[src/rtl/core/kmsd_pkg.sv]
// Package for the key matrix scanner with debounce.
// Holds the matrix size, the row entry layout of the state memory and the FSM states.
// No dependencies.
package kmsd_pkg;

	localparam int ROWS = 8;
	localparam int COLS = 8;
	localparam int ROW_W = 3;
	localparam int COL_W = 3;
	localparam int KEY_W = 6;
	localparam int CNT_W = 8;
	localparam logic [CNT_W-1:0] LOCKOUT_RESET = 8'd10;

	// One memory entry holds everything the block keeps for one matrix row.
	typedef struct packed {
		logic [COLS-1:0][CNT_W-1:0] lockout;
		logic [COLS-1:0]            smp_even;
		logic [COLS-1:0]            smp_odd;
		logic [COLS-1:0]            stable;
	} row_ent_t;

	typedef enum logic [2:0] {
		ST_IDLE,
		ST_UPD,
		ST_FE_RD,
		ST_FE_CHK,
		ST_FE_EMIT,
		ST_FE_FLUSH
	} state_t;

endpackage

[src/rtl/core/key_matrix_scan_debounce.sv]
// Top level of the key matrix scanner with double-sample debounce and per-key lockout.
// Depends on kmsd_pkg for sizes, the row entry type and the state type.
// Contains the row state memory and the scan/frame-end sequencer.
//
// Usage:
//   The slave channel carries one scanned row per transaction: s_tdata[2:0] is the row
//   number, s_tdata[10:3] the active-low column levels. Each row is read from the row
//   memory and then written back with its updated lockout counters and samples. The row
//   memory has a single port with a registered read.
//   The last row ends the frame. The block then sweeps all rows, reading each one, writing
//   back the changes it takes over, then emitting one event for each key whose debounced
//   state changed; a closing step releases the held final event.
//   Every change leaves on the master channel as one transaction: m_tdata[5:0] is the
//   key index, m_tdata[6] the new state (1 pressed), and m_tlast marks the final event
//   of the frame. One event is held back in a lookahead register so m_tlast is known
//   when it leaves.
//   The sequencer works on one row transaction at a time; s_tready is high only when
//   it is idle. When the receiver stalls, the sweep waits until the output register
//   frees, so nothing is lost.
//   Reset clears the row valid flags, so every row reads as all zero until written;
//   the lockout register resets to 10 frames. cfg_we writes cfg_wdata into it.
module key_matrix_scan_debounce (
	input  logic        clk,
	input  logic        arst_n,
	input  logic        cfg_we,
	input  logic [7:0]  cfg_wdata,
	input  logic        s_tvalid,
	output logic        s_tready,
	input  logic [15:0] s_tdata,    // [2:0] row_index, [10:3] column_levels, rest zero
	output logic        m_tvalid,
	input  logic        m_tready,
	output logic [7:0]  m_tdata,    // [5:0] key_index, [6] pressed, [7] zero
	output logic        m_tlast     // last_event
);
	import kmsd_pkg::*;

	localparam logic [ROW_W-1:0] LAST_ROW = ROW_W'(ROWS - 1);

	state_t state_q, state_d;

	// Row memory and its valid flags.
	row_ent_t           mem [ROWS];
	row_ent_t           rd_q;
	logic               rd_vld_q;
	logic [ROWS-1:0]    row_vld_q;
	logic               mem_we, mem_re;
	logic [ROW_W-1:0]   mem_wa, mem_ra;
	row_ent_t           mem_wd;
	row_ent_t           ent;

	// Item and sweep registers.
	logic [CNT_W-1:0]   lockout_q;
	logic               bsel_q;
	logic [ROW_W-1:0]   row_q;
	logic [COLS-1:0]    lv_q;
	logic [ROW_W-1:0]   fe_row_q;
	logic [COLS-1:0]    mask_q;
	logic [COLS-1:0]    stab_q;

	// Lookahead event and output register.
	logic               pend_vld_q;
	logic [KEY_W-1:0]   pend_key_q;
	logic               pend_prs_q;
	logic               out_vld_q;
	logic [KEY_W-1:0]   out_key_q;
	logic               out_prs_q;
	logic               out_last_q;

	logic               s_acc;
	logic               out_free;
	logic [ROW_W-1:0]   in_row;
	logic [COL_W-1:0]   lo_col;
	logic [KEY_W-1:0]   new_key;
	logic [COLS-1:0]    chg;
	logic               take_evt;
	logic               flush_evt;

	assign in_row   = s_tdata[ROW_W-1:0];
	assign s_tready = (state_q == ST_IDLE);
	assign s_acc    = s_tvalid && s_tready;
	assign out_free = !out_vld_q || m_tready;

	assign m_tvalid = out_vld_q;
	assign m_tdata  = {1'b0, out_prs_q, out_key_q};
	assign m_tlast  = out_last_q;

	// A row that has never been written reads as all zero.
	assign ent = rd_vld_q ? rd_q : '0;

	// Lowest pending change of the current row.
	always_comb begin
		lo_col = '0;
		for (int c = COLS - 1; c >= 0; c--) begin
			if (mask_q[c]) begin
				lo_col = COL_W'(c);
			end
		end
	end

	assign new_key = KEY_W'(fe_row_q) * KEY_W'(COLS) + KEY_W'(lo_col);

	always_comb begin
		for (int c = 0; c < COLS; c++) begin
			chg[c] = (ent.smp_even[c] == ent.smp_odd[c]) && (ent.smp_even[c] != ent.stable[c]);
		end
	end

	// Sequencer: next state, memory control and write data.
	always_comb begin
		state_d   = state_q;
		mem_we    = 1'b0;
		mem_wa    = row_q;
		mem_wd    = ent;
		mem_re    = 1'b0;
		mem_ra    = in_row;
		take_evt  = 1'b0;
		flush_evt = 1'b0;
		case (state_q)
			ST_IDLE: begin
				if (s_acc && ({1'b0, in_row} < (ROW_W + 1)'(ROWS))) begin
					mem_re  = 1'b1;
					state_d = ST_UPD;
				end
			end
			ST_UPD: begin
				// Locked keys count down; free keys take the new sample.
				mem_we = 1'b1;
				mem_wa = row_q;
				for (int c = 0; c < COLS; c++) begin
					if (ent.lockout[c] != '0) begin
						mem_wd.lockout[c] = ent.lockout[c] - CNT_W'(1);
					end else if (bsel_q) begin
						mem_wd.smp_odd[c] = ~lv_q[c];
					end else begin
						mem_wd.smp_even[c] = ~lv_q[c];
					end
				end
				state_d = (row_q == LAST_ROW) ? ST_FE_RD : ST_IDLE;
			end
			ST_FE_RD: begin
				mem_re  = 1'b1;
				mem_ra  = fe_row_q;
				state_d = ST_FE_CHK;
			end
			ST_FE_CHK: begin
				// Agreeing samples that differ from the stable state are taken over.
				mem_we = 1'b1;
				mem_wa = fe_row_q;
				for (int c = 0; c < COLS; c++) begin
					if (chg[c]) begin
						mem_wd.stable[c]  = ent.smp_even[c];
						mem_wd.lockout[c] = lockout_q;
					end
				end
				state_d = ST_FE_EMIT;
			end
			ST_FE_EMIT: begin
				if (mask_q != '0) begin
					take_evt = !pend_vld_q || out_free;
				end else if (fe_row_q == LAST_ROW) begin
					state_d = ST_FE_FLUSH;
				end else begin
					state_d = ST_FE_RD;
				end
			end
			ST_FE_FLUSH: begin
				if (!pend_vld_q) begin
					state_d = ST_IDLE;
				end else if (out_free) begin
					flush_evt = 1'b1;
					state_d   = ST_IDLE;
				end
			end
			default: begin
				state_d = ST_IDLE;
			end
		endcase
	end

	always_ff @(posedge clk or negedge arst_n) begin
		if (!arst_n) begin
			state_q <= ST_IDLE;
		end else begin
			state_q <= state_d;
		end
	end

	// Single-port row memory with registered read.
	always_ff @(posedge clk) begin
		if (mem_we) begin
			mem[mem_wa] <= mem_wd;
		end
		if (mem_re) begin
			rd_q     <= mem[mem_ra];
			rd_vld_q <= row_vld_q[mem_ra];
		end
	end

	always_ff @(posedge clk or negedge arst_n) begin
		if (!arst_n) begin
			row_vld_q  <= '0;
			lockout_q  <= LOCKOUT_RESET;
			bsel_q     <= 1'b0;
			fe_row_q   <= '0;
			mask_q     <= '0;
			pend_vld_q <= 1'b0;
			out_vld_q  <= 1'b0;
		end else begin
			if (mem_we) begin
				row_vld_q[mem_wa] <= 1'b1;
			end
			if (cfg_we) begin
				lockout_q <= cfg_wdata;
			end
			if (state_q == ST_UPD && row_q == LAST_ROW) begin
				bsel_q   <= ~bsel_q;
				fe_row_q <= '0;
			end
			if (state_q == ST_FE_CHK) begin
				mask_q <= chg;
			end
			if (state_q == ST_FE_EMIT && mask_q == '0 && fe_row_q != LAST_ROW) begin
				fe_row_q <= fe_row_q + ROW_W'(1);
			end
			if (take_evt) begin
				mask_q[lo_col] <= 1'b0;
				pend_vld_q     <= 1'b1;
			end else if (flush_evt) begin
				pend_vld_q <= 1'b0;
			end
			// The held event leaves when a newer one replaces it or the sweep ends.
			if ((take_evt && pend_vld_q) || flush_evt) begin
				out_vld_q <= 1'b1;
			end else if (m_tready) begin
				out_vld_q <= 1'b0;
			end
		end
	end

	// Payload registers.
	always_ff @(posedge clk) begin
		if (s_acc) begin
			row_q <= in_row;
			lv_q  <= s_tdata[ROW_W +: COLS];
		end
		if (state_q == ST_FE_CHK) begin
			stab_q <= mem_wd.stable;
		end
		if (take_evt) begin
			pend_key_q <= new_key;
			pend_prs_q <= stab_q[lo_col];
		end
		if ((take_evt && pend_vld_q) || flush_evt) begin
			out_key_q  <= pend_key_q;
			out_prs_q  <= pend_prs_q;
			out_last_q <= flush_evt;
		end
	end

endmodule

[config.mk]
export PLATFORM = sky130hd
export DESIGN_NAME = key_matrix_scan_debounce
export DESIGN_NICKNAME = d
export VERILOG_FILES = /design/src/rtl/core/kmsd_pkg.sv /design/src/rtl/core/key_matrix_scan_debounce.sv
export SDC_FILE = /design/constraint.sdc
export NUM_CORES = 1
export LEC_CHECK = 0
export BUFFER_PORTS_ARGS = -buffer_cell sky130_fd_sc_hd__buf_2
export CORE_AREA = 2 2 271 273
export DETAILED_ROUTE_END_ITERATION = 16
export DIE_AREA = 0 0 273 275
export PLACE_DENSITY = 0.65
export SYNTH_ARGS = -nofsm -noshare
export SYNTH_HDL_FRONTEND = slang
export SYNTH_SLANG_ARGS = --single-unit
[constraint.sdc]
create_clock -name clk -period 8.39 [get_ports clk]
set_input_delay 0.839 -clock clk [delete_from_list [all_inputs] [get_ports clk]]
set_output_delay 0.839 -clock clk [all_outputs]
set_load 0.05 [all_outputs]
Yosys cells after proc, flatten, opt, wreduce, memory -nomap -nowiden
Memory sizes are Yosys's and may differ from the RTL's. A register that Yosys moved wholly into a read port is not among the register bits. Cells that the tools add are included.

Bits in registers: 68. Latch bits: 0. Memory bits (writable): 704. ROM bits: 0. Input bits: 29. Output and inout port bits: 11. Word-level logic and storage cells: 211. Memories: 1.

$add $sub $neg: 10. $mul: 0. Divide/modulo/power cells: 0. Order comparisons: 5. Equal/unequal tests: 27. Shifts and indexed selects: 0. Multiplexer cells: 103. Bitwise gates (word level): 12. Reduce and logical (&&, ||, !) cells: 36.

Memory list: mem (depth 8, bits a word 88, read ports 1, clocked after memory_dff 1, write ports 1, RTL line key_matrix_scan_debounce.sv:42) `row_ent_t mem [ROWS];`.

Operator list (count): two-way mux 8 bit (19); one-hot mux 64 bit (2 select lines) (1); two-way mux 88 bit (1); nonzero test 8 bit (9); subtractor 8 x 1 -> 8 bit, second input constant (8); two-way mux 1 bit (57); two-way mux 3 bit (17); one-hot mux 3 bit (6 select lines) (1); two-way mux 16 bit (1); logical AND 1 bit (15); == test 3 bit, second input constant (4); less-than comparator 3 x 4 -> 1 bit, second input constant (3); inverter 1 bit (9); AND 8 bit (1); == test 1 bit (8); zero test 8 bit (1); != test 1 bit (8); inverter 8 bit (1); OR 8 bit (1); adder 6 x 3 -> 6 bit (1); binary-select mux 1 bit (select 3 bit) (2); demux 1 bit (select 3 bit) (2); == test 3 x 2 -> 1 bit, second input constant (2); >= comparator 3 x 1 -> 1 bit, second input constant (2); 13 further kinds (19).

Logic depth before layout (Yosys ltp)
Gate-level depths: netlist of the first run.

Depth in word-level cells: 15. Depth in mapped cells: 12. Gate-level depth less buffers: 7.

Worst setup path before layout of the first run
OpenSTA, ideal clock, no wires.

Kind: register -> register. Start: register state_q[1]. End: register, netlist name rd_q[0]. Arrival: 7.302 ns. Data required time: 7.744 ns. Slack: 0.443 ns. Cell stages (with the launch flop): 6. Clock period less this slack: 7.947 ns. Path through: dfrtp_1 > clkbuf_1 > clkbuf_1 > clkbuf_1 > nor2_1 > nor3_1.

Longest elaborated chain between the ends: 4.

RTL lines: start: declaration (RTL line key_matrix_scan_debounce.sv:39) `state_t state_q, state_d;`; start signal: assignment (RTL line key_matrix_scan_debounce.sv:184) `state_q <= state_d;`; zero test 3 bit (RTL line key_matrix_scan_debounce.sv:79, key_matrix_scan_debounce.sv:118); logical AND 1 bit (RTL line key_matrix_scan_debounce.sv:80) `assign s_acc = s_tvalid && s_tready;`; two-way mux 1 bit (RTL line key_matrix_scan_debounce.sv:120) `if (s_acc && ({1'b0, in_row} < (ROW_W + 1)'(ROWS))) begin`; one-hot mux 1 bit (2 select lines) (*) (RTL line key_matrix_scan_debounce.sv:118) `case (state_q)`; net mem_re (RTL line key_matrix_scan_debounce.sv:46) `logic mem_we, mem_re;`.

The timed path passes the listed nets; every way through them passes the cells marked *. A chain may end at the register's enable or synchronous reset.

Worst setup path after layout of the first run
Start: register state_q[2]. End: memory mem[0][26] in the netlist's numbering, enable pin.

Longest elaborated chain between the ends: 5.

RTL lines: == test 3 x 1 -> 1 bit / == test 3 x 2 -> 1 bit (equally long branches) (RTL line key_matrix_scan_debounce.sv:118); OR reduction 2 bit (no source line); two-way mux 1 bit (RTL line key_matrix_scan_debounce.sv:118); two-way mux 1 bit (RTL line key_matrix_scan_debounce.sv:190) `if (mem_we) begin`; two-way mux 1 bit (implied by the code) (RTL line key_matrix_scan_debounce.sv:191) `mem[mem_wa] <= mem_wd;`; end: declaration (RTL line key_matrix_scan_debounce.sv:42).

Parallel ways exist; a longest one is shown, timed or not.

==> impl_results.html, run 1 <==
<table>
<tr><th>Metric</th><th>Value</th></tr>
<tr><th colspan="2">Timing</th></tr>
<tr><td>Minimum hold slack</td><td>327 ps</td></tr>
<tr><td>Worst relative slew slack</td><td>28.5%</td></tr>
<tr><td>Post-Route Setup TNS</td><td>0 ps</td></tr>
<tr><td>Final Max Tran Viols</td><td>0</td></tr>
<tr><td>Setup violations, final</td><td>0</td></tr>
<tr><td>Slew @ Worst Pin</td><td>1070 ps</td></tr>
<tr><td>Clock tree skew after final layout</td><td>18.5 ps</td></tr>
<tr><td>RSZ-0062 raised after global routing</td><td>no</td></tr>
<tr><td>Clock period minus final worst setup slack</td><td>3570 ps</td></tr>
<tr><td>Final worst-path cycle share</td><td>42.6%</td></tr>
<tr><td>Final hold violation count</td><td>0</td></tr>
<tr><td>Maximum clock rate</td><td>0.280 GHz</td></tr>
<tr><th colspan="2">Clocking</th></tr>
<tr><td>Post-CTS setup repair buffer count</td><td>0</td></tr>
<tr><td>Maximum clock path buffer count</td><td>3</td></tr>
<tr><td>TritonCTS clock tree</td><td>yes</td></tr>
<tr><td>Root buf cell</td><td>sky130_fd_sc_hd__clkbuf_16</td></tr>
<tr><td>Post-CTS resize count</td><td>0</td></tr>
<tr><td>Number of levels in the clock H-tree</td><td>3</td></tr>
<tr><td>Number of buffers inserted during clock tree synthesis</td><td>86</td></tr>
<tr><td>Number of sinks handled by clock tree synthesis</td><td>860</td></tr>
<tr><td>Cts-stage hold buffer count</td><td>0</td></tr>
<tr><td>Clk_lat worst skew</td><td>630 ps</td></tr>
<tr><td>Clock input transition at the sequential cells of the worst setup and hold paths</td><td>60 ps</td></tr>
<tr><th colspan="2">Final layout</th></tr>
<tr><td>Antenna fix cells</td><td>0</td></tr>
<tr><td>Fin nets</td><td>2077</td></tr>
<tr><td>Total of fill cells in the finished design</td><td>5549</td></tr>
<tr><td>Synth-to-layout area growth</td><td>11.2%</td></tr>
<tr><td>Area occupied by registers</td><td>0.0257 mm^2</td></tr>
<tr><td>Layout cell share with drive strength beyond 1</td><td>24.6%</td></tr>
<tr><td>Multi-input combinational cell area</td><td>0.00960 mm^2</td></tr>
<tr><th colspan="2">GRT</th></tr>
<tr><td>Pin count of the biggest net entering global routing</td><td>139</td></tr>
<tr><td>Vias in the first global route</td><td>19800</td></tr>
<tr><td>Total grt overflow</td><td>0</td></tr>
<tr><td>Overall routing resource usage</td><td>22.7%</td></tr>
<tr><td>Global-route wire length before repair</td><td>125000 um</td></tr>
<tr><td>Antenna violations before repair</td><td>0</td></tr>
<tr><th colspan="2">Route</th></tr>
<tr><td>Detailed Route WL</td><td>84200 um</td></tr>
<tr><td>Violation count after the first detailed-routing iteration</td><td>2012</td></tr>
<tr><td>DRC violations left</td><td>0</td></tr>
<tr><td>Antenna-violating nets left</td><td>0</td></tr>
<tr><td>Average vias per placed instance</td><td>6.31</td></tr>
<tr><td>Post-detailed-route wirelength per cell</td><td>27.4 um</td></tr>
<tr><td>First-pass iteration count of the detailed router</td><td>5</td></tr>
<tr><td>Vias post-DR</td><td>19400</td></tr>
<tr><th colspan="2">Yosys</th></tr>
<tr><td>Synth Cell Area</td><td>0.0358 mm^2</td></tr>
<tr><td>EDFF count, synth</td><td>827</td></tr>
<tr><td>Seq/Total Area, Yosys</td><td>71.7%</td></tr>
<tr><td>Yosys top cell area share</td><td>69.4%</td></tr>
<tr><td>Cells after synthesis</td><td>1983</td></tr>
<tr><td>Post-synth top area cell</td><td>sky130_fd_sc_hd__edfxtp_1</td></tr>
<tr><td>Flip-flop cell with the highest count after synthesis</td><td>sky130_fd_sc_hd__edfxtp_1</td></tr>
<tr><td>Post-synthesis average cell area</td><td>18.1 um^2</td></tr>
<tr><td>Share of cell area taken by muxes after synthesis</td><td>15.4%</td></tr>
<tr><td>Synthesized-area fraction occupied by adder cells</td><td>0.280%</td></tr>
<tr><td>Main combinational cell family by area after synthesis</td><td>multiplexers</td></tr>
<tr><td>Post-synthesis compound-gate area fraction</td><td>5.55%</td></tr>
<tr><td>Flops &amp; latches, synth</td><td>860</td></tr>
<tr><td>Syn Nets</td><td>2020</td></tr>
<tr><td>Fraction of registers with async set/reset</td><td>3.84%</td></tr>
<tr><td>Synth cell count leaders</td><td>sky130_fd_sc_hd__edfxtp_1 (827), sky130_fd_sc_hd__mux4_2 (178), sky130_fd_sc_hd__nand2_1 (126), sky130_fd_sc_hd__mux2_2 (100), sky130_fd_sc_hd__nor2_1 (80)</td></tr>
<tr><td>Simple-gate area share of the yosys netlist</td><td>5.11%</td></tr>
<tr><td>Dominant cells by area after synthesis</td><td>sky130_fd_sc_hd__edfxtp_1 (69%), sky130_fd_sc_hd__mux4_2 (11%), sky130_fd_sc_hd__mux2_2 (3.1%)</td></tr>
<tr><td>Most frequently used cell type in the post-synthesis netlist</td><td>sky130_fd_sc_hd__edfxtp_1</td></tr>
<tr><td>Number of distinct library cells after synthesis</td><td>81</td></tr>
<tr><td>Post-Synth XOR/XNOR Area</td><td>0.220%</td></tr>
<tr><td>Warnings, synthesis</td><td>0</td></tr>
<tr><th colspan="2">Critical path</th></tr>
<tr><td>CP arrival</td><td>3810 ps</td></tr>
<tr><td>Classification of the worst setup path</td><td>flop to flop</td></tr>
<tr><td>R2r setup slk</td><td>4820 ps</td></tr>
<tr><td>Startpoint Class</td><td>flop</td></tr>
<tr><td>Worst-path fanout max</td><td>47</td></tr>
<tr><td>Crit path capture type</td><td>flop</td></tr>
<tr><td>Critical path's most frequent cell</td><td>sky130_fd_sc_hd__buf_4</td></tr>
<tr><td>Crit-path slowest cell</td><td>sky130_fd_sc_hd__buf_4</td></tr>
<tr><td>Critical Path Max Stage Delay</td><td>850 ps</td></tr>
<tr><td>Worst path required time</td><td>8630 ps</td></tr>
<tr><td>Worst-path cell chain</td><td>nand2b_2, buf_4, or2_2, nor2_4, buf_4</td></tr>
<tr><th colspan="2">Power and ir drop</th></tr>
<tr><td>Register share of total power</td><td>47.8%</td></tr>
<tr><td>Power spent charging and discharging nets</td><td>0.00402 W</td></tr>
<tr><td>Clock share of power</td><td>28.5%</td></tr>
<tr><td>Leakage power total</td><td>12.8 nW</td></tr>
<tr><td>Combinational power share</td><td>23.6%</td></tr>
<tr><td>Net switching fraction of the power</td><td>30.4%</td></tr>
<tr><td>Cell-internal power</td><td>0.00920 W</td></tr>
<tr><td>Power per standard cell area</td><td>332 mW/mm^2</td></tr>
<tr><td>Final total power</td><td>0.0132 W</td></tr>
<tr><td>Worst VDD drop</td><td>0.290 mV</td></tr>
<tr><th colspan="2">Worst hold path</th></tr>
<tr><td>Type of the tightest min-delay check</td><td>input port to asynchronous set/reset pin</td></tr>
<tr><th colspan="2">Run status</th></tr>
<tr><td>Run status</td><td>finished clean</td></tr>
<tr><th colspan="2">Floorplan</th></tr>
<tr><td>Horizontal extent of the die</td><td>273 um</td></tr>
<tr><td>Total Die Area</td><td>0.0751 mm^2</td></tr>
<tr><td>Height of the die</td><td>275 um</td></tr>
<tr><td>Placeable core area</td><td>0.0723 mm^2</td></tr>
<tr><td>I/O pin count</td><td>40</td></tr>
<tr><td>Cell row count</td><td>99</td></tr>
<tr><td>Starting utilization of the core area</td><td>49.5%</td></tr>
<tr><th colspan="2">Place</th></tr>
<tr><td>Number of input and output port buffers inserted</td><td>33</td></tr>
<tr><td>Routability cong.</td><td>0.852</td></tr>
<tr><td>Placed wire-length estimate after detailed placement</td><td>45300 um</td></tr>
<tr><th colspan="2">Job</th></tr>
<tr><td>Max-cap check violation count</td><td>0</td></tr>
</table>
## state kept, by name, summed over array words and instances (netlist names), 3 cells and up
name,count
mem,704
lv_q,8
lockout_q,8
row_vld_q,8
fe_row_q,3
row_q,3
state_q,3
mask_q,8
out_key_q,6
stab_q,8
pend_key_q,6
rd_q,88
## logic make-up (layout without fill, tap and decap cells)
group | count (synthesis) | in the layout
flip-flops | 860 | 860
XOR/XNOR | 9 | 9
AND/OR/NAND/NOR | 372 | 372
multiplexers | 312 | 312
AO/OA/AOI/OAI | 298 | 298
adder cells (fa/ha/maj) | 8 | 8
other | 1 | 1
buffers and inverters | 123 | 249
## worst paths after layout
| kind | depth (start not counted) | from | end |
|---|---|---|---|
| hold reg to reg | 0 | pend_key_q[2]$_DFFE_PN_ | out_key_q[2]$_DFFE_PP_ |
| max in group asynchronous | 1 | arst_n | state_q[1]$_DFFE_PN0P_ |
| min in group clk | 1 | s_tdata[9] | lv_q[6]$_DFFE_PP_ |
| setup / recovery | 5 | state_q[2]$_DFFE_PN0P_ | mem[0][26]$_DFFE_PP_ |
| setup reg to reg | 5 | state_q[2]$_DFFE_PN0P_ | mem[0][26]$_DFFE_PP_ |
| hold / removal | 1 | arst_n | row_vld_q[2]$_DFFE_PN0N_ |
## power by group through the flow
stage          registers (W)  clock network, W  logic (W)
3_5_place_dp         0.00639                 0    0.00312
4_1_cts              0.00631           0.00384    0.00313
2_1_floorplan        0.00633                 0    0.00216
6_report             0.00632           0.00377    0.00313
3_3_place_gp         0.00636                 0    0.00301
5_1_grt              0.00637           0.00400    0.00339
## metrics by stage
step | area (um^2) | util, % | worst slack (ps) | instances
finish | 39800 | 55.0 | 4820 | 3068
global route | 39800 | 55.0 | 4660 | 3068
CTS | 39800 | 55.0 | 4800 | 3068
detailed placement | 37100 | 51.2 | 4830 | 2911
global placement | 37100 | 51.2 | 4890 | 2911
floorplan | 35800 | - | 443 | 1983
## cell usage in the layout, fill, tap and decap left out, drive strengths merged, types with 31 or more instances in the layout
| cell | instances |
|---|---|
| edfxtp | 827 |
| mux4 | 178 |
| nand2 | 126 |
| clkbuf | 111 |
| mux2 | 109 |
| nor2 | 80 |
| o21ai | 78 |
| buf | 76 |
| a21oi | 54 |
| clkinv | 35 |
| dfrtp | 31 |
## metal layers
layer	track usage [%]	up-vias	routed length, um
met5	0	-	0
met4	9.32	0	3150
met3	3.74	159	6340
met2	37.0	853	40600
met1	30.7	10100	34100
li1	-	8238	-
## cell type report
| type | instances | share of cell area, % |
|---|---|---|
| multi-input combinational | 1000 | 24.1 |
| timing repair buffer | 76 | 1.32 |
| clock inverter | 46 | 1.02 |
| inverter | 16 | 0.151 |
| sequential | 860 | 64.4 |
| tap | 959 | 3.01 |
| clock buffer | 111 | 5.93 |
## worst max-delay path: cells and delay by family (launching register included)
family,cells,cell delay [ps]
and+or+nand+nor,3,1390
buffers and inverters,2,1190
DFF,1,550
Note: power is estimated with default switching activity, not from simulation.
==> inputs of run 2 (changes only) <==
--- a/config.mk
+++ b/config.mk
@@ -9,7 +9,7 @@
 export CORE_AREA = 2 2 271 273
 export DETAILED_ROUTE_END_ITERATION = 16
 export DIE_AREA = 0 0 273 275
-export PLACE_DENSITY = 0.65
+export PLACE_DENSITY = 0.62
 export SYNTH_ARGS = -nofsm -noshare
 export SYNTH_HDL_FRONTEND = slang
 export SYNTH_SLANG_ARGS = --single-unit
==> constraint.sdc (replaced) <==
create_clock -name clk -period 3.7 [get_ports clk]
set_input_delay 0.37 -clock clk [delete_from_list [all_inputs] [get_ports clk]]
set_output_delay 0.37 -clock clk [all_outputs]
set_load 0.05 [all_outputs]
==> impl_results.html, run 2 (same netlist as run 1, synthesis figures left out) <==
<table>
<tr><th>Metric</th><th>Value</th></tr>
<tr><th colspan="2">Power and ir drop</th></tr>
<tr><td>Net switching fraction of the power</td><td>30.2% (-0.16 points)</td></tr>
<tr><td>Leakage power total</td><td>13.1 nW (+2.4%)</td></tr>
<tr><td>Power per standard cell area</td><td>749 mW/mm^2 (+130%)</td></tr>
<tr><td>Combinational power share</td><td>24.4% (+0.8 points)</td></tr>
<tr><td>Cell-internal power</td><td>0.0212 W (+130%)</td></tr>
<tr><td>Worst VDD drop</td><td>0.572 mV (+98%)</td></tr>
<tr><td>Clock share of power</td><td>28.4% (about the same)</td></tr>
<tr><td>Power spent charging and discharging nets</td><td>0.00919 W (+130%)</td></tr>
<tr><td>Register share of total power</td><td>47.2% (-0.6 points)</td></tr>
<tr><th colspan="2">Route</th></tr>
<tr><td>Violation count after the first detailed-routing iteration</td><td>2094 (+4.1%)</td></tr>
<tr><td>Detailed Route WL</td><td>85500 um (+1.6%)</td></tr>
<tr><td>DRC violations left</td><td>0 (unchanged)</td></tr>
<tr><td>Post-detailed-route wirelength per cell</td><td>27.4 um (about the same)</td></tr>
<tr><td>Average vias per placed instance</td><td>6.27 (-0.64%)</td></tr>
<tr><td>Antenna-violating nets left</td><td>0 (unchanged)</td></tr>
<tr><td>Vias post-DR</td><td>19500 (+0.91%)</td></tr>
<tr><td>First-pass iteration count of the detailed router</td><td>6 (+1)</td></tr>
<tr><th colspan="2">Floorplan</th></tr>
<tr><td>I/O pin count</td><td>40 (unchanged)</td></tr>
<tr><td>Starting utilization of the core area</td><td>49.5% (unchanged)</td></tr>
<tr><td>Placeable core area</td><td>0.0723 mm^2 (unchanged)</td></tr>
<tr><td>Total Die Area</td><td>0.0751 mm^2 (unchanged)</td></tr>
<tr><td>Horizontal extent of the die</td><td>273 um (unchanged)</td></tr>
<tr><td>Height of the die</td><td>275 um (unchanged)</td></tr>
<tr><td>Cell row count</td><td>99 (unchanged)</td></tr>
<tr><th colspan="2">GRT</th></tr>
<tr><td>Total grt overflow</td><td>0 (unchanged)</td></tr>
<tr><td>Global-route wire length before repair</td><td>128000 um (+2.8%)</td></tr>
<tr><td>Overall routing resource usage</td><td>23.2% (+0.55 points)</td></tr>
<tr><td>Vias in the first global route</td><td>20100 (+1.8%)</td></tr>
<tr><td>Pin count of the biggest net entering global routing</td><td>82 (-41%)</td></tr>
<tr><td>Antenna violations before repair</td><td>0 (unchanged)</td></tr>
<tr><th colspan="2">Critical path</th></tr>
<tr><td>Worst-path cell chain</td><td>buf_12, clkinv_1, nor3_1, buf_4, nand2_1, o21ai_0</td></tr>
<tr><td>Crit path capture type</td><td>flop</td></tr>
<tr><td>Classification of the worst setup path</td><td>flop to flop</td></tr>
<tr><td>Worst-path fanout max</td><td>81 (+72%)</td></tr>
<tr><td>Startpoint Class</td><td>flop</td></tr>
<tr><td>Worst path required time</td><td>4000 ps (-4630 ps)</td></tr>
<tr><td>Crit-path slowest cell</td><td>sky130_fd_sc_hd__o21ai_0</td></tr>
<tr><td>Path depth of the worst reg2reg path</td><td>6 (+1)</td></tr>
<tr><td>CP arrival</td><td>3640 ps (-170 ps)</td></tr>
<tr><td>Critical Path Max Stage Delay</td><td>730 ps (-120 ps)</td></tr>
<tr><th colspan="2">Final layout</th></tr>
<tr><td>Fin nets</td><td>2122 (+2.2%)</td></tr>
<tr><td>Antenna fix cells</td><td>0 (unchanged)</td></tr>
<tr><td>Total of fill cells in the finished design</td><td>5531 (-0.32%)</td></tr>
<tr><td>Most frequent cells in the layout</td><td>sky130_fd_sc_hd__edfxtp_1 (827), sky130_fd_sc_hd__mux4_2 (178), sky130_fd_sc_hd__nand2_1 (126)</td></tr>
<tr><td>Number of flip-flops in the largest register</td><td>704 (unchanged)</td></tr>
<tr><td>Post-route cell area</td><td>0.0406 mm^2 (+1.9%)</td></tr>
<tr><td>Most frequent standard cell in the layout excluding fill and tap cells</td><td>sky130_fd_sc_hd__edfxtp_1</td></tr>
<tr><td>Layout cell share with drive strength beyond 1</td><td>25.2% (+0.61 points)</td></tr>
<tr><td>Top reg by flops</td><td>mem</td></tr>
<tr><td>Area occupied by registers</td><td>0.0257 mm^2 (unchanged)</td></tr>
<tr><td>Largest regs</td><td>mem x704, rd_q x88</td></tr>
<tr><td>Multi-input combinational cell area</td><td>0.00961 mm^2 (about the same)</td></tr>
<tr><td>Synth-to-layout area growth</td><td>13.3%</td></tr>
<tr><th colspan="2">Clocking</th></tr>
<tr><td>Number of buffers inserted during clock tree synthesis</td><td>87 (+1.2%)</td></tr>
<tr><td>Maximum clock path buffer count</td><td>3 (unchanged)</td></tr>
<tr><td>Post-CTS setup repair buffer count</td><td>0 (unchanged)</td></tr>
<tr><td>Clock input transition at the sequential cells of the worst setup and hold paths</td><td>60 ps (about the same)</td></tr>
<tr><td>Number of levels in the clock H-tree</td><td>3 (unchanged)</td></tr>
<tr><td>Root buf cell</td><td>sky130_fd_sc_hd__clkbuf_16</td></tr>
<tr><td>TritonCTS clock tree</td><td>yes</td></tr>
<tr><td>Clk_lat worst skew</td><td>640 ps (about the same)</td></tr>
<tr><td>Number of sinks handled by clock tree synthesis</td><td>860 (unchanged)</td></tr>
<tr><th colspan="2">Place</th></tr>
<tr><td>Number of input and output port buffers inserted</td><td>33 (unchanged)</td></tr>
<tr><td>Routability cong.</td><td>0.846 (-0.69%)</td></tr>
<tr><td>Worst setup slack after placement</td><td>430 ps (-4400 ps)</td></tr>
<tr><td>Placed wire-length estimate after detailed placement</td><td>47500 um (+4.8%)</td></tr>
<tr><td>Placed Instance Area</td><td>0.0376 mm^2 (+1.5%)</td></tr>
<tr><th colspan="2">Timing</th></tr>
<tr><td>Worst relative slew slack</td><td>32.9% (+4.4 points)</td></tr>
<tr><td>Final hold violation count</td><td>0 (unchanged)</td></tr>
<tr><td>Maximum clock rate</td><td>0.299 GHz (+6.8%)</td></tr>
<tr><td>Clock period minus final worst setup slack</td><td>3350 ps (-227 ps)</td></tr>
<tr><td>Final worst-path cycle share</td><td>90.5% (+48 points)</td></tr>
<tr><td>Final Max Tran Viols</td><td>0 (unchanged)</td></tr>
<tr><td>RSZ-0062 raised after global routing</td><td>no</td></tr>
<tr><td>Slew @ Worst Pin</td><td>1010 ps (-65.7 ps)</td></tr>
<tr><td>Final setup margin</td><td>352 ps (-4460 ps)</td></tr>
<tr><td>Setup violations, final</td><td>0 (unchanged)</td></tr>
<tr><td>Clock tree skew after final layout</td><td>18.7 ps (+0.161 ps)</td></tr>
<tr><th colspan="2">Worst hold path</th></tr>
<tr><td>Type of the tightest min-delay check</td><td>input port to flop</td></tr>
<tr><td>Cell count of the worst hold path</td><td>1</td></tr>
<tr><th colspan="2">Run status</th></tr>
<tr><td>Run status</td><td>finished clean</td></tr>
<tr><th colspan="2">Job</th></tr>
<tr><td>Max-cap check violation count</td><td>0 (unchanged)</td></tr>
</table>
==> run 2: layout make-up <==
cell class	count	share of cell area, %
flip-flops and latches	860	63.2
well taps	959	2.96
multi-input cells	1000	23.7
inverters	16	0.148
repair buffers	120	3.09
clock inverters	41	1.11
clock buffers	120	5.77
==> run 2: worst paths after layout <==
| check | start | end | slack, ps |
|---|---|---|---|
| min in group asynchronous | arst_n | row_vld_q[2]$_DFFE_PN0N_ | 390 |
| max in group asynchronous | arst_n | state_q[1]$_DFFE_PN0P_ | 2660 |
| setup reg to reg | rd_vld_q$_DFFE_PP_ | mem[5][60]$_DFFE_PP_ | 350 |
| hold reg to reg | pend_key_q[4]$_DFFE_PN_ | out_key_q[4]$_DFFE_PP_ | 420 |
| setup / recovery | rd_vld_q$_DFFE_PP_ | mem[5][60]$_DFFE_PP_ | 350 |
| hold / removal | s_tdata[1] | row_q[1]$_DFFE_PP_ | 50 |
==> run 2: layer usage <==
layer	global-route usage, %	vias to the layer above	part of all wire (%)
met5	0	-	0
met4	8.51	0	3.2
met3	3.00	173	5.6
met2	38.8	757	49
met1	31.7	10300	42
li1	-	8350	-
==> run 2: worst max-delay path: cells and delay by family, from the launching register on <==
family	cells	cell delay (ps)
simple gates	2	600
buf+inv	3	980
compound gates	1	730
flops	1	590
==> run 2: repair_timing <==
item | 4_1_cts | 5_1_grt
hold buffers | 19 | 0
resized for setup | 0 | 0
endpoints found under the hold margin | 49 | 0
==> run 2: metrics by stage <==
step                      hold slack [ps]  utilization [%]  TNS, ps  power (W)  cells
after global routing                 36.0             56.1        0     0.0317   3116
after global placement                404             52.0        0     0.0216   2936
after CTS                            14.2             56.1        0     0.0306   3116
final                                49.9             56.1        0     0.0304   3116
after detailed placement              406             52.0        0     0.0219   2936
after floorplan                      74.4                -  -163980     0.0192   1983
==> run 2: power groups by stage <==
stage	combinational [W]	clock, W	sequential, W
2_1_floorplan	0.00492	0	0.0143
3_3_place_gp	0.00718	0	0.0144
3_5_place_dp	0.00740	0	0.0145
4_1_cts	0.00745	0.00880	0.0143
5_1_grt	0.00808	0.00918	0.0144
6_report	0.00741	0.00863	0.0143
==> inputs of run 3 (changes only) <==
--- a/config.mk
+++ b/config.mk
@@ -5,11 +5,14 @@
 export SDC_FILE = /design/constraint.sdc
 export NUM_CORES = 1
 export LEC_CHECK = 0
+export ABC_AREA = 1
 export BUFFER_PORTS_ARGS = -buffer_cell sky130_fd_sc_hd__buf_2
-export CORE_AREA = 2 2 271 273
+export CORE_AREA = 2 2 279 281
 export DETAILED_ROUTE_END_ITERATION = 16
-export DIE_AREA = 0 0 273 275
+export DIE_AREA = 0 0 281 283
+export GPL_TIMING_DRIVEN = 0
 export PLACE_DENSITY = 0.62
+export REMOVE_ABC_BUFFERS = 1
 export SYNTH_ARGS = -nofsm -noshare
 export SYNTH_HDL_FRONTEND = slang
 export SYNTH_SLANG_ARGS = --single-unit
==> impl_results.html, run 3 <==
<table>
<tr><th>Metric</th><th>Value</th></tr>
<tr><th colspan="2">Yosys</th></tr>
<tr><td>Yosys top cell area share</td><td>65.4% (-3.9 points)</td></tr>
<tr><td>Post-synth top area cell</td><td>sky130_fd_sc_hd__edfxtp_1</td></tr>
<tr><td>Seq/Total Area, Yosys</td><td>67.6% (-4.1 points)</td></tr>
<tr><td>Dominant cells by area after synthesis</td><td>sky130_fd_sc_hd__edfxtp_1 (65%), sky130_fd_sc_hd__nand2_1 (9.2%), sky130_fd_sc_hd__o211ai_1 (7.4%)</td></tr>
<tr><td>Most frequently used cell type in the post-synthesis netlist</td><td>sky130_fd_sc_hd__nand2_1</td></tr>
<tr><td>Flops &amp; latches, synth</td><td>860 (unchanged)</td></tr>
<tr><td>Post-synthesis average cell area</td><td>11.0 um^2 (-39%)</td></tr>
<tr><td>Flip-flop cell with the highest count after synthesis</td><td>sky130_fd_sc_hd__edfxtp_1</td></tr>
<tr><td>Cells after synthesis</td><td>3439 (+73%)</td></tr>
<tr><td>Warnings, synthesis</td><td>0 (unchanged)</td></tr>
<tr><td>Number of distinct library cells after synthesis</td><td>49 (-40%)</td></tr>
<tr><td>Synth cell count leaders</td><td>sky130_fd_sc_hd__nand2_1 (934), sky130_fd_sc_hd__edfxtp_1 (827), sky130_fd_sc_hd__inv_1 (570), sky130_fd_sc_hd__o211ai_1 (372), sky130_fd_sc_hd__buf_2 (108)</td></tr>
<tr><td>Synth Cell Area</td><td>0.0380 mm^2 (+6.0%)</td></tr>
<tr><td>EDFF count, synth</td><td>827 (unchanged)</td></tr>
<tr><td>Fraction of registers with async set/reset</td><td>3.84% (unchanged)</td></tr>
<tr><th colspan="2">Floorplan</th></tr>
<tr><td>Placeable core area</td><td>0.0767 mm^2 (+6.0%)</td></tr>
<tr><td>Horizontal extent of the die</td><td>281 um (+2.9%)</td></tr>
<tr><td>Cell row count</td><td>102 (+3.0%)</td></tr>
<tr><td>Height of the die</td><td>283 um (+2.9%)</td></tr>
<tr><td>Starting utilization of the core area</td><td>49.5% (about the same)</td></tr>
<tr><td>I/O pin count</td><td>40 (unchanged)</td></tr>
<tr><td>Total Die Area</td><td>0.0795 mm^2 (+5.9%)</td></tr>
<tr><th colspan="2">Final layout</th></tr>
<tr><td>Multi-input combinational cell area</td><td>0.00932 mm^2 (-3.0%)</td></tr>
<tr><td>Total of fill cells in the finished design</td><td>6138 (+11%)</td></tr>
<tr><td>Fin nets</td><td>3531 (+66%)</td></tr>
<tr><td>Synth-to-layout area growth</td><td>14.1%</td></tr>
<tr><td>Most frequent cells in the layout</td><td>sky130_fd_sc_hd__nand2_1 (932), sky130_fd_sc_hd__edfxtp_1 (827), sky130_fd_sc_hd__inv_1 (568)</td></tr>
<tr><td>Top reg by flops</td><td>mem</td></tr>
<tr><td>Antenna fix cells</td><td>0 (unchanged)</td></tr>
<tr><td>Number of flip-flops in the largest register</td><td>704 (unchanged)</td></tr>
<tr><td>Post-route cell area</td><td>0.0433 mm^2 (+6.7%)</td></tr>
<tr><td>Area occupied by registers</td><td>0.0257 mm^2 (unchanged)</td></tr>
<tr><td>Layout cell share with drive strength beyond 1</td><td>8.57% (-17 points)</td></tr>
<tr><td>Largest regs</td><td>mem x704, rd_q x88</td></tr>
<tr><td>Most frequent standard cell in the layout excluding fill and tap cells</td><td>sky130_fd_sc_hd__nand2_1</td></tr>
<tr><td>Utilization after layout</td><td>56.5% (+0.38 points)</td></tr>
<tr><th colspan="2">Timing</th></tr>
<tr><td>Final worst-path cycle share</td><td>98.3% (+7.8 points)</td></tr>
<tr><td>Final setup margin</td><td>64.5 ps (-288 ps)</td></tr>
<tr><td>Maximum clock rate</td><td>0.275 GHz (-7.9%)</td></tr>
<tr><td>Minimum hold slack</td><td>34.6 ps (-15.3 ps)</td></tr>
<tr><td>RSZ-0062 raised after global routing</td><td>yes</td></tr>
<tr><td>Slew @ Worst Pin</td><td>1010 ps (-0.0381 ps)</td></tr>
<tr><td>Setup violations, final</td><td>0 (unchanged)</td></tr>
<tr><td>Final Max Tran Viols</td><td>0 (unchanged)</td></tr>
<tr><td>Clock tree skew after final layout</td><td>28.2 ps (+9.49 ps)</td></tr>
<tr><td>Clock period minus final worst setup slack</td><td>3640 ps (+288 ps)</td></tr>
<tr><td>Final hold violation count</td><td>0 (unchanged)</td></tr>
<tr><td>Worst relative slew slack</td><td>32.2% (-0.71 points)</td></tr>
<tr><th colspan="2">Power and ir drop</th></tr>
<tr><td>Worst VDD drop</td><td>0.563 mV (-1.6%)</td></tr>
<tr><td>Leakage power total</td><td>17.2 nW (+31%)</td></tr>
<tr><td>Power per standard cell area</td><td>753 mW/mm^2 (+0.63%)</td></tr>
<tr><td>Final total power</td><td>0.0326 W (+7.4%)</td></tr>
<tr><th colspan="2">GRT</th></tr>
<tr><td>Vias in the first global route</td><td>24700 (+23%)</td></tr>
<tr><td>Pin count of the biggest net entering global routing</td><td>102 (+24%)</td></tr>
<tr><td>Overall routing resource usage</td><td>23.4% (+0.11 points)</td></tr>
<tr><td>Total grt overflow</td><td>0 (unchanged)</td></tr>
<tr><td>Antenna violations before repair</td><td>1 (+1)</td></tr>
<tr><td>Global-route wire length before repair</td><td>141000 um (+10%)</td></tr>
<tr><th colspan="2">Critical path</th></tr>
<tr><td>CP Launch Point</td><td>state_q[1]$_DFFE_PN0P_</td></tr>
<tr><td>CP arrival</td><td>3940 ps (+300 ps)</td></tr>
<tr><td>Path depth of the worst reg2reg path</td><td>9 (+3)</td></tr>
<tr><td>Crit path capture type</td><td>flop</td></tr>
<tr><td>R2r setup slk</td><td>60 ps (-290 ps)</td></tr>
<tr><td>End point of the critical path</td><td>mem[5][32]$_DFFE_PP_</td></tr>
<tr><td>Classification of the worst setup path</td><td>flop to flop</td></tr>
<tr><td>Worst path required time</td><td>4000 ps (about the same)</td></tr>
<tr><td>Worst-path fanout max</td><td>59 (-27%)</td></tr>
<tr><td>Startpoint Class</td><td>flop</td></tr>
<tr><td>Worst r2r src</td><td>state_q[1]$_DFFE_PN0P_</td></tr>
<tr><td>Reg-to-reg critical path endpoint</td><td>mem[5][32]$_DFFE_PP_</td></tr>
<tr><th colspan="2">Job</th></tr>
<tr><td>Max-cap check violation count</td><td>0 (unchanged)</td></tr>
<tr><th colspan="2">Place</th></tr>
<tr><td>Placed wire-length estimate after detailed placement</td><td>57900 um (+22%)</td></tr>
<tr><td>Worst setup slack after placement</td><td>-2580 ps (-3010 ps)</td></tr>
<tr><td>Number of input and output port buffers inserted</td><td>33 (unchanged)</td></tr>
<tr><td>Placed Instance Area</td><td>0.0404 mm^2 (+7.4%)</td></tr>
<tr><td>Routability cong.</td><td>0.845 (-0.17%)</td></tr>
<tr><th colspan="2">Route</th></tr>
<tr><td>Violation count after the first detailed-routing iteration</td><td>2304 (+10%)</td></tr>
<tr><td>First-pass iteration count of the detailed router</td><td>8 (+2)</td></tr>
<tr><td>DRC violations left</td><td>0 (unchanged)</td></tr>
<tr><td>Detailed Route WL</td><td>92700 um (+8.4%)</td></tr>
<tr><td>Antenna-violating nets left</td><td>0 (unchanged)</td></tr>
<tr><td>Vias post-DR</td><td>25400 (+30%)</td></tr>
<tr><td>Post-detailed-route wirelength per cell</td><td>20.2 um (-27%)</td></tr>
<tr><td>Average vias per placed instance</td><td>5.53 (-12%)</td></tr>
<tr><th colspan="2">Clocking</th></tr>
<tr><td>Number of buffers inserted during clock tree synthesis</td><td>85 (-2.3%)</td></tr>
<tr><td>Clk_lat worst skew</td><td>630 ps (about the same)</td></tr>
<tr><td>Root buf cell</td><td>sky130_fd_sc_hd__clkbuf_16</td></tr>
<tr><td>Clock input transition at the sequential cells of the worst setup and hold paths</td><td>60 ps (about the same)</td></tr>
<tr><td>Number of levels in the clock H-tree</td><td>3 (unchanged)</td></tr>
<tr><td>Number of sinks handled by clock tree synthesis</td><td>860 (unchanged)</td></tr>
<tr><td>Maximum clock path buffer count</td><td>3 (unchanged)</td></tr>
<tr><td>TritonCTS clock tree</td><td>yes</td></tr>
<tr><th colspan="2">Worst hold path</th></tr>
<tr><td>Type of the tightest min-delay check</td><td>input port to flop</td></tr>
<tr><th colspan="2">Run status</th></tr>
<tr><td>Run status</td><td>finished clean</td></tr>
</table>
## run 3: cell types whose count changed after synthesis, moves of 23 or more
cell                       change
sky130_fd_sc_hd__a21oi_1      -30
sky130_fd_sc_hd__buf_2        +85
sky130_fd_sc_hd__clkbuf_1     -24
sky130_fd_sc_hd__inv_1       +556
sky130_fd_sc_hd__mux2_2       -99
sky130_fd_sc_hd__mux4_2      -178
sky130_fd_sc_hd__nand2_1     +808
sky130_fd_sc_hd__nand3_1      +49
sky130_fd_sc_hd__o211ai_1    +355
sky130_fd_sc_hd__o21ai_1      +98
sky130_fd_sc_hd__o221ai_1     +23
## run 3: timing repair
action | 4_1_cts | 5_1_grt
buffers inserted | 5 | 3
setup endpoints to repair | 1362 | 103
pin swaps | 3 | 4
endpoints found under the hold margin | 45 | 0
gates cloned | 2 | 1
hold buffers | 15 | 0
resized for setup | 9 | 3
## run 3: where the power goes
| group | internal [W] | leakage [nW] | switching (W) |
|---|---|---|---|
| Sequential | 0.0138 | 8.01 | 0.000540 |
| Combinational | 0.00281 | 7.88 | 0.00711 |
| Clock | 0.00477 | 1.30 | 0.00358 |
## run 3: cell families (layout without fill, tap and decap cells)
family                   Yosys count  after routing  synth area share, %
flip-flops                       860            860                 67.6
adder cells (fa/ha/maj)            8              8                0.264
AO/OA/AOI/OAI                    656            657                 11.7
other                              1              1              0.00988
multiplexers                       3              3               0.0857
AND/OR/NAND/NOR                 1154           1156                 12.1
XOR/XNOR                           4              4               0.0923
buffers and inverters            753            872                 8.16
## run 3: cell type report
type                       count  area share [%]
sequential                   860            59.2
multi-input combinational   1829            21.5
clock buffer                 107            5.24
inverter                     583            5.11
timing repair buffer         135            4.95
tap                         1040            3.00
clock inverter                47           0.942
## run 3: metrics by stage
| stage | cells | setup TNS [ps] |
|---|---|---|
| CTS | 4597 | 0 |
| global placement | 4342 | - |
| detailed placement | 4421 | -1961390 |
| finish | 4601 | 0 |
| floorplan | 3269 | -3027030 |
| global route | 4601 | -2510 |
## run 3: worst max-delay path, stage by stage, from the launching register on
cell                      delay [ps]
sky130_fd_sc_hd__dfrtp_2         730
sky130_fd_sc_hd__nand2_4         420
sky130_fd_sc_hd__inv_8           460
sky130_fd_sc_hd__nand2_1         110
sky130_fd_sc_hd__o21ai_1         170
sky130_fd_sc_hd__nand2_1         210
sky130_fd_sc_hd__nor2_4          490
sky130_fd_sc_hd__buf_16          230
sky130_fd_sc_hd__buf_12          200
sky130_fd_sc_hd__buf_12          220
## run 3: how the worst min path moves through the flow
| stage | slack [ps] | cells after the start | start | endpoint |
|---|---|---|---|---|
| 6_report | 30 | 3 | cfg_wdata[6] | lockout_q[6]$_DFFE_PN0P_ |
| 5_1_grt | 20 | 3 | cfg_wdata[6] | lockout_q[6]$_DFFE_PN0P_ |
| 4_1_cts | 8 | 3 | cfg_wdata[2] | lockout_q[2]$_DFFE_PN0P_ |
| 3_3_place_gp | 410 | 0 | pend_key_q[0]$_DFFE_PN_ | out_key_q[0]$_DFFE_PP_ |
| 3_5_place_dp | 410 | 0 | pend_key_q[0]$_DFFE_PN_ | out_key_q[0]$_DFFE_PP_ |
| 2_1_floorplan | 70 | 0 | arst_n | bsel_q$_DFFE_PN0P_ |
## run 3: layer usage
metal / global-route usage (%) / up-vias / part of all wire (%)
li1: - / 12000 / -
met5: 0 / - / 0.017
met4: 8.50 / 2 / 3.4
met2: 38.5 / 924 / 47
met1: 31.3 / 12300 / 42
met3: 3.83 / 206 / 7.4
